--- config.mk ---
export PLATFORM = sky130hd
export DESIGN_NAME = polynomial_horner_evaluator
export DESIGN_NICKNAME = d
export VERILOG_FILES = /design/src/rtl/phe_pkg.sv /design/src/rtl/phe_ram.sv /design/src/rtl/polynomial_horner_evaluator.sv
export SDC_FILE = /design/constraint.sdc
export NUM_CORES = 2
export LEC_CHECK = 0
export ABC_CLOCK_PERIOD_IN_PS = 8600
export BUFFER_PORTS_ARGS = -buffer_cell sky130_fd_sc_hd__clkbuf_2
export CORE_UTILIZATION = 59
export DETAILED_ROUTE_END_ITERATION = 10
export PLACE_DENSITY = 0.85
export RECOVER_POWER = 50
export SLEW_MARGIN = 20
export SYNTH_ARGS = -nofsm -noshare
export SYNTH_HDL_FRONTEND = slang
export SYNTH_SLANG_ARGS = --single-unit
--- constraint.sdc ---
create_clock -name i_clk -period 8.6 [get_ports i_clk]
set_input_delay 0.43 -clock i_clk [delete_from_list [all_inputs] [get_ports i_clk]]
set_output_delay 0.43 -clock i_clk [all_outputs]
set_load 0.005 [all_outputs]
--- src/rtl/phe_pkg.sv ---
// Shared widths, command codes and field layout for the polynomial evaluator.
package phe_pkg;

    // Field widths fixed by the item format
    localparam int DATA_W    = 32;
    localparam int IDX_W     = 4;
    localparam int TERM_W    = 5;
    localparam int S_TDATA_W = 72;
    localparam int M_TDATA_W = 32;

    // Bit positions inside the slave tdata word
    localparam int IDX_LSB  = 0;
    localparam int COEF_LSB = IDX_LSB + IDX_W;
    localparam int X_LSB    = COEF_LSB + DATA_W;

    // Command codes carried on the slave tuser
    typedef enum logic {
        CMD_WRITE = 1'b0,
        CMD_EVAL  = 1'b1
    } t_cmd;

endpackage

--- src/rtl/phe_ram.sv ---
// Generic single-write, single-read RAM with registered read data.
module phe_ram #(
    parameter int WIDTH = 32,
    parameter int DEPTH = 16
) (
    input  logic                     i_clk,
    input  logic                     i_we,
    input  logic [$clog2(DEPTH)-1:0] i_waddr,
    input  logic [WIDTH-1:0]         i_wdata,
    input  logic [$clog2(DEPTH)-1:0] i_raddr,
    output logic [WIDTH-1:0]         o_rdata
);

    logic [WIDTH-1:0] r_mem [DEPTH];
    logic [WIDTH-1:0] r_rdata;

    // Write port and registered read port
    always_ff @(posedge i_clk) begin
        if (i_we) begin
            r_mem[i_waddr] <= i_wdata;
        end
        r_rdata <= r_mem[i_raddr];
    end

    assign o_rdata = r_rdata;

endmodule

--- src/rtl/polynomial_horner_evaluator.sv ---
// Polynomial evaluator by Horner's rule over a stored coefficient table.
//
// A slave transfer with tuser = write loads one Q16.16 coefficient (index 0 is
// the highest order term) and completes in its accept cycle; indexes from
// MAX_TERMS up are dropped. A transfer with tuser = evaluate runs Horner's rule
// over the first term_count coefficients (zero counts as one, counts above
// MAX_TERMS are clamped) at x and returns the value on the master side, with
// tuser set if any multiply-add step clipped to 32 bits. Each step rounds the
// exact product to FRAC_BITS fraction bits (half up), adds the coefficient and
// saturates. One 32x32 multiplier and one add/clamp stage are shared by all
// steps; each step passes a multiply state and an add state, and the next
// transfer is taken only once the evaluation is finished. The result waits
// in an output register, and a result not yet taken only stalls the next
// evaluation in its done state. The coefficient table sits in one RAM with
// per-entry valid flags cleared by reset, so there is no clearing pass:
// unwritten entries read as zero right after reset.
module polynomial_horner_evaluator
    import phe_pkg::*;
#(
    parameter int MAX_TERMS = 16,
    parameter int FRAC_BITS = 16
) (
    input  logic                 i_clk,
    input  logic                 i_rst_n,
    // Configuration write: term_count
    input  logic                 i_cfg_valid,
    output logic                 o_cfg_ready,
    input  logic [TERM_W-1:0]    i_cfg_data,
    // Slave stream
    input  logic                 i_s_tvalid,
    output logic                 o_s_tready,
    // [3:0] coef_index, [35:4] coef_value, [67:36] x_value, [71:68] zero
    input  logic [S_TDATA_W-1:0] i_s_tdata,
    // [0] cmd
    input  logic                 i_s_tuser,
    // Master stream
    output logic                 o_m_tvalid,
    input  logic                 i_m_tready,
    // [31:0] poly_value
    output logic [M_TDATA_W-1:0] o_m_tdata,
    // [0] saturated
    output logic                 o_m_tuser
);

    localparam int AW     = (MAX_TERMS > 1) ? $clog2(MAX_TERMS) : 1;
    localparam int RB     = (FRAC_BITS > 0) ? FRAC_BITS - 1 : 0;
    localparam int SUM_W  = 2 * DATA_W + 2;

    typedef enum logic [2:0] {
        S_IDLE,
        S_FIRST,
        S_MUL,
        S_ADD,
        S_DONE
    } t_state;

    t_state                    r_state;
    logic [TERM_W-1:0]         r_term_count;
    logic [MAX_TERMS-1:0]      r_valid;
    logic                      r_rd_vld;
    logic [AW-1:0]             r_idx;
    logic [AW-1:0]             r_last;
    logic signed [DATA_W-1:0]  r_x;
    logic signed [DATA_W-1:0]  r_acc;
    logic signed [DATA_W-1:0]  r_coef;
    logic signed [2*DATA_W-1:0] r_prod;
    logic                      r_sat;
    logic                      r_out_valid;
    logic [DATA_W-1:0]         r_out_data;
    logic                      r_out_sat;

    logic                      w_s_xfer;
    logic                      w_is_eval;
    logic [IDX_W-1:0]          w_in_idx;
    logic [DATA_W-1:0]         w_in_coef;
    logic [DATA_W-1:0]         w_in_x;
    logic                      w_wr_ok;
    logic                      w_we;
    logic [AW-1:0]             w_waddr;
    logic [AW-1:0]             w_raddr;
    logic [DATA_W-1:0]         w_rdata;
    logic signed [DATA_W-1:0]  w_coef_rd;
    logic [31:0]               w_n;
    logic [AW-1:0]             w_last;
    logic signed [2*DATA_W-1:0] w_prod;
    logic signed [2*DATA_W-1:0] w_shift;
    logic                      w_rbit;
    logic signed [SUM_W-1:0]   w_sum;
    logic                      w_ovf;
    logic signed [DATA_W-1:0]  w_step;
    logic                      w_out_load;

    // Unpack the slave transfer
    assign w_in_idx  = i_s_tdata[IDX_LSB +: IDX_W];
    assign w_in_coef = i_s_tdata[COEF_LSB +: DATA_W];
    assign w_in_x    = i_s_tdata[X_LSB +: DATA_W];
    assign w_is_eval = (t_cmd'(i_s_tuser) == CMD_EVAL);

    assign o_cfg_ready = 1'b1;
    assign o_s_tready  = (r_state == S_IDLE);
    assign w_s_xfer    = i_s_tvalid && o_s_tready;

    // Coefficient write decode; out-of-range indexes are dropped
    assign w_wr_ok = (32'(w_in_idx) < 32'(MAX_TERMS));
    assign w_we    = w_s_xfer && !w_is_eval && w_wr_ok;
    assign w_waddr = AW'(w_in_idx);

    // Effective term count: zero acts as one, clamp to the table depth
    always_comb begin
        w_n = (r_term_count == '0) ? 32'd1 : 32'(r_term_count);
        if (w_n > 32'(MAX_TERMS)) begin
            w_n = 32'(MAX_TERMS);
        end
    end
    assign w_last = AW'(w_n - 32'd1);

    // Read address: the entry whose data is needed in the following cycle
    always_comb begin
        unique case (r_state)
            S_IDLE:  w_raddr = '0;
            S_FIRST: w_raddr = r_idx + AW'(1);
            S_ADD:   w_raddr = r_idx + AW'(1);
            S_MUL:   w_raddr = r_idx;
            S_DONE:  w_raddr = r_idx;
            default: w_raddr = r_idx;
        endcase
    end

    phe_ram #(
        .WIDTH(DATA_W),
        .DEPTH(MAX_TERMS)
    ) u_coef_ram (
        .i_clk  (i_clk),
        .i_we   (w_we),
        .i_waddr(w_waddr),
        .i_wdata(w_in_coef),
        .i_raddr(w_raddr),
        .o_rdata(w_rdata)
    );

    // Never-written entries read as zero
    assign w_coef_rd = r_rd_vld ? $signed(w_rdata) : '0;

    // Shared multiplier
    assign w_prod = r_acc * r_x;

    // Round half up to FRAC_BITS, add coefficient, detect overflow of 32 bits
    assign w_shift = r_prod >>> FRAC_BITS;
    assign w_rbit  = (FRAC_BITS > 0) && r_prod[RB];
    assign w_sum   = {{2{w_shift[2*DATA_W-1]}}, w_shift}
                   + {{(SUM_W-DATA_W){r_coef[DATA_W-1]}}, r_coef}
                   + SUM_W'(w_rbit);
    assign w_ovf   = (w_sum[SUM_W-1:DATA_W-1] != '0) && (w_sum[SUM_W-1:DATA_W-1] != '1);

    always_comb begin
        if (!w_ovf) begin
            w_step = w_sum[DATA_W-1:0];
        end else if (w_sum[SUM_W-1]) begin
            w_step = {1'b1, {(DATA_W-1){1'b0}}};
        end else begin
            w_step = {1'b0, {(DATA_W-1){1'b1}}};
        end
    end

    assign w_out_load = (r_state == S_DONE) && (!r_out_valid || i_m_tready);

    // Sequencer, coefficient flags and registered outputs
    always_ff @(posedge i_clk) begin
        if (!i_rst_n) begin
            r_state      <= S_IDLE;
            r_term_count <= TERM_W'(1);
            r_valid      <= '0;
            r_out_valid  <= 1'b0;
        end else begin
            // Configuration transfer
            if (i_cfg_valid) begin
                r_term_count <= i_cfg_data;
            end

            // Mark written entries
            if (w_we) begin
                r_valid[w_waddr] <= 1'b1;
            end
            r_rd_vld <= r_valid[w_raddr];

            // Drop a taken result, then load a new one
            if (r_out_valid && i_m_tready) begin
                r_out_valid <= 1'b0;
            end
            if (w_out_load) begin
                r_out_valid <= 1'b1;
                r_out_data  <= r_acc;
                r_out_sat   <= r_sat;
            end

            unique case (r_state)
                S_IDLE: begin
                    if (w_s_xfer && w_is_eval) begin
                        r_x     <= $signed(w_in_x);
                        r_last  <= w_last;
                        r_idx   <= '0;
                        r_state <= S_FIRST;
                    end
                end
                S_FIRST: begin
                    r_acc <= w_coef_rd;
                    r_sat <= 1'b0;
                    if (r_last == '0) begin
                        r_state <= S_DONE;
                    end else begin
                        r_idx   <= r_idx + AW'(1);
                        r_state <= S_MUL;
                    end
                end
                S_MUL: begin
                    r_prod  <= w_prod;
                    r_coef  <= w_coef_rd;
                    r_state <= S_ADD;
                end
                S_ADD: begin
                    r_acc <= w_step;
                    r_sat <= r_sat | w_ovf;
                    if (r_idx == r_last) begin
                        r_state <= S_DONE;
                    end else begin
                        r_idx   <= r_idx + AW'(1);
                        r_state <= S_MUL;
                    end
                end
                S_DONE: begin
                    if (w_out_load) begin
                        r_state <= S_IDLE;
                    end
                end
                default: r_state <= S_IDLE;
            endcase
        end
    end

    assign o_m_tvalid = r_out_valid;
    assign o_m_tdata  = r_out_data;
    assign o_m_tuser  = r_out_sat;

`ifndef SYNTH
    // A new result only appears when an evaluation finishes
    a_out_from_done: assert property (@(posedge i_clk) disable iff (!i_rst_n)
        $rose(o_m_tvalid) |-> $past(r_state == S_DONE))
        else $error("result raised outside the done step");

    // The term counter never passes the last term while stepping
    a_idx_bound: assert property (@(posedge i_clk) disable iff (!i_rst_n)
        (r_state == S_MUL || r_state == S_ADD) |-> (r_idx <= r_last))
        else $error("term index past last term");

    // A single-term evaluation never reports saturation
    a_single_no_sat: assert property (@(posedge i_clk) disable iff (!i_rst_n)
        ($rose(o_m_tvalid) && r_last == '0) |-> !o_m_tuser)
        else $error("saturation flagged on a single term");

    // The slave side closes once an evaluation is accepted
    a_busy_closed: assert property (@(posedge i_clk) disable iff (!i_rst_n)
        (w_s_xfer && w_is_eval) |=> !o_s_tready)
        else $error("slave ready during evaluation");
`endif

endmodule

==> impl_metrics.toml <==
[outcome]
status = "finished with violations"
failed_checks = "max-capacitance violations, max-slew violations"

[critical_path]
r2r_start = "r_acc[16]"
crit-reg2reg-capture = "r_prod[63]"
start_kind = "flip-flop"
path_common_cell = "fa_1"
cp.arrival_ns = 8.69
path_class = "reg2reg"
worstSetupStartpoint = "r_acc[16]"
cp_top_family = "adder cells"
end_kind = "flip-flop"
r2r_setup_slack_ns = 0.30
cp.depth = 25
r2r_cells = 25
worstSetupEndpoint = "r_prod[63]"
slowest_stage = "fa_1"
critPathBufInv = 5
crit_fanout = 19
cp.required_ns = 8.98
slowest_delay_ns = 0.59

[synth]
avgSynthCellArea_sq_um = 11.1
synth_cells = 5991
netlist_top_cells_area = "fa_1 33%, edfxtp_1 32%, and2_1 6.2%, inv_1 5.4%, nand2_1 4.6%"
yosysWarnings = 0
synth_compound_gate_area_share_pct = 7.69
ys_ff_latch = 757
synth_top_area_cell = "fa_1"
synth_edf_count = 700
synth-async-reset-ratio_pct = 0
synth_cell_types = 83
synth_top_area_share_pct = 32.5
seq_area_frac_synth_pct = 33.3
synthAdderAreaFrac_pct = 36.8
synthSimpleGateAreaFrac_pct = 13.2
ys.flop_type = "edfxtp_1"
synth_top_family_by_area = "adder cells"
synthXorXnorAreaFrac_pct = 1.38
synth_nets = 7386
syn_area_sq_mm = 0.0666
synth.area.mux_share_pct = 0.105

[die]
die_area_sq_mm = 0.114
fp.dieH_microns = 338
start_util_pct = 59.9
die_w_microns = 338
core_sq_mm = 0.111
ios = 119
rows = 122

[detailed_routing]
dr.first_iter.drc_count = 3911
wl_per_cell_microns = 20.8
ant_nets = 0
drt_wl_total_microns = 158000
firstDrtPassIters = 6
viasPerCell = 5.85
num_vias = 44498
post-route-drc-count = 0

[place]
portBuffers = 113
dpl.hpwl_microns = 112000
gp_congestion = 0.948

[clock_tree]
worstSkewPairLatency_ns = 0.70
root_buffer = "clkbuf_16"
clock-sinks = 757
cts_buffers = 81
htree_levels = 3
cts_buffer_depth = 3
clk_pin_slew_ns = 0.06
cts_tree = "yes"

[run]
drv_cap = 2

[global_route]
grt_pass1_vias = 47632
antenna_found_initial = 14
track_usage_pct = 28.7
grt_max_degree = 265
grt_overflow_total = 0
grt_pass1_wl_microns = 254000

[layout]
area_growth_pct = 8.54
fin_nets = 7442
layout-drive-gt1-share_pct = 6.20

[timing]
fin_tns_setup_ns = 0
max_freq_mhz = 120
drv_slew = 68
worstMarginPinSlew_ns = 2.75
fin_crit_ns = 8.30
clock_skew_ns = 0.0756
maxSlewHeadroom_pct = -83.1
post-route-period-util_pct = 96.5
finalHoldWorstSlack_ns = 0.0338
setup_viol_count_final = 0
finalHoldViolCount = 0

[hold_path]
hold_path.class = "in2reg"
worstHoldStart = "i_cfg_data[1]"
## cells in the mapped netlist, types with 5 or more instances
library cell,instances
a211oi_1,173
a211oi_2,6
a21o_1,54
a21oi_1,144
a221o_1,5
a311o_1,28
a311oi_1,67
a31oi_1,80
and2_0,8
and2_1,655
and3_1,9
buf_1,7
buf_2,10
buf_6,7
clkbuf_1,317
dfxtp_1,57
edfxtp_1,700
fa_1,1083
ha_1,229
inv_1,966
mux2i_1,7
nand2_1,820
nand2b_1,24
nand3_1,23
nand4_1,30
nor2_1,111
nor2b_1,44
nor3_1,24
nor4_1,7
o211ai_1,7
o21a_1,39
o21ai_0,48
o21ai_1,8
o21bai_1,11
o31ai_1,6
or3_1,8
xnor2_1,64
xor2_1,41
## worst min-delay path, cell delays in order
cell      delay (ns)
clkbuf_2        0.08
mux2i_1         0.06
nor2b_1         0.10
## kinds of logic after synthesis
family,after synthesis
buf+inv,1309
flops,757
fa+ha+maj,1312
other cells,1
mux,7
compound gates,717
xor+xnor,105
simple gates,1783
## final cells by class
cell class / instances / area, sq um
Antenna cell: 6 / 15.0
Clock buffer: 99 / 2110
Clock inverter: 46 / 532
Fill cell: 7744 / 39000
Inverter: 966 / 3630
Multi-Input combinational cell: 3925 / 39700
Sequential cell: 757 / 22200
Tap cell: 1488 / 1860
Timing Repair Buffer: 316 / 2320
## layer usage
| metal | up-vias | routed length (microns) | GRT usage [%] |
|---|---|---|---|
| met1 | 22431 | 58600 | 37.0 |
| met4 | 12 | 5870 | 10.8 |
| met5 | - | 89 | 0 |
| met2 | 2353 | 77800 | 48.0 |
| li1 | 19288 | - | - |
| met3 | 414 | 15500 | 6.07 |
## sequential cells by signal, indices dropped and copies added, names as in the netlist
name	count
r_coef	32
r_valid	16
r_prod	49
r_acc	32
u_coef_ram.r_mem	512
r_idx	4
r_rd_vld	1
o_m_tvalid	1
r_x	32
u_coef_ram.o_rdata	32
o_m_tdata	32
r_term_count	5
o_m_tuser	1
r_last	4
r_state	3
r_sat	1
## worst min path at each step
stage | slack [ns] | end | cells after the start
after floorplan | 0.43 | o_m_tuser | 0
after global routing | 0.04 | r_term_count[4] | 3
after detailed placement | 0.45 | r_valid[12] | 1
final | 0.03 | r_term_count[1] | 3
after CTS | 0.008 | r_term_count[1] | 3
after global placement | 0.44 | o_m_tuser | 0
## what timing repair did
action	4_1_cts	5_1_grt
endpoints found under the setup margin	5	9
gates resized for setup	1	10
gates cloned	0	0
hold buffers	32	0
pin swaps	0	3
setup buffers	15	16
hold endpoints to repair	32	0
## per-stage QoR
stage | worst slack [ns] | instances | util (%) | instance area (sq um)
3_3_place_gp | 0.0439 | 7389 | 62.1 | 69100
2_1_floorplan | 0.604 | 5991 | - | 66600
4_1_cts | 0.0224 | 7581 | 64.9 | 72200
5_1_grt | -0.0261 | 7602 | 65.0 | 72300
3_5_place_dp | -0.119 | 7389 | 62.1 | 69100
6_report | 0.297 | 7603 | 65.0 | 72300
## cells in the final DEF (no fill, tap or decap), types with 81 or more instances in the layout
| master | netlist | routed |
|---|---|---|
| ha_1 | 229 | 229 |
| inv_1 | 966 | 965 |
| nand2_1 | 820 | 820 |
| nor2_1 | 111 | 97 |
| a21oi_1 | 144 | 143 |
| edfxtp_1 | 700 | 700 |
| buf_4 | 1 | 141 |
| clkbuf_16 | 0 | 81 |
| and2_1 | 655 | 621 |
| a211oi_1 | 173 | 171 |
| clkbuf_1 | 317 | 86 |
| fa_1 | 1083 | 1083 |
Power is left out: the tool's default activity adds up to more than one toggle a clock period on the data nets, which glitch-free logic cannot reach.
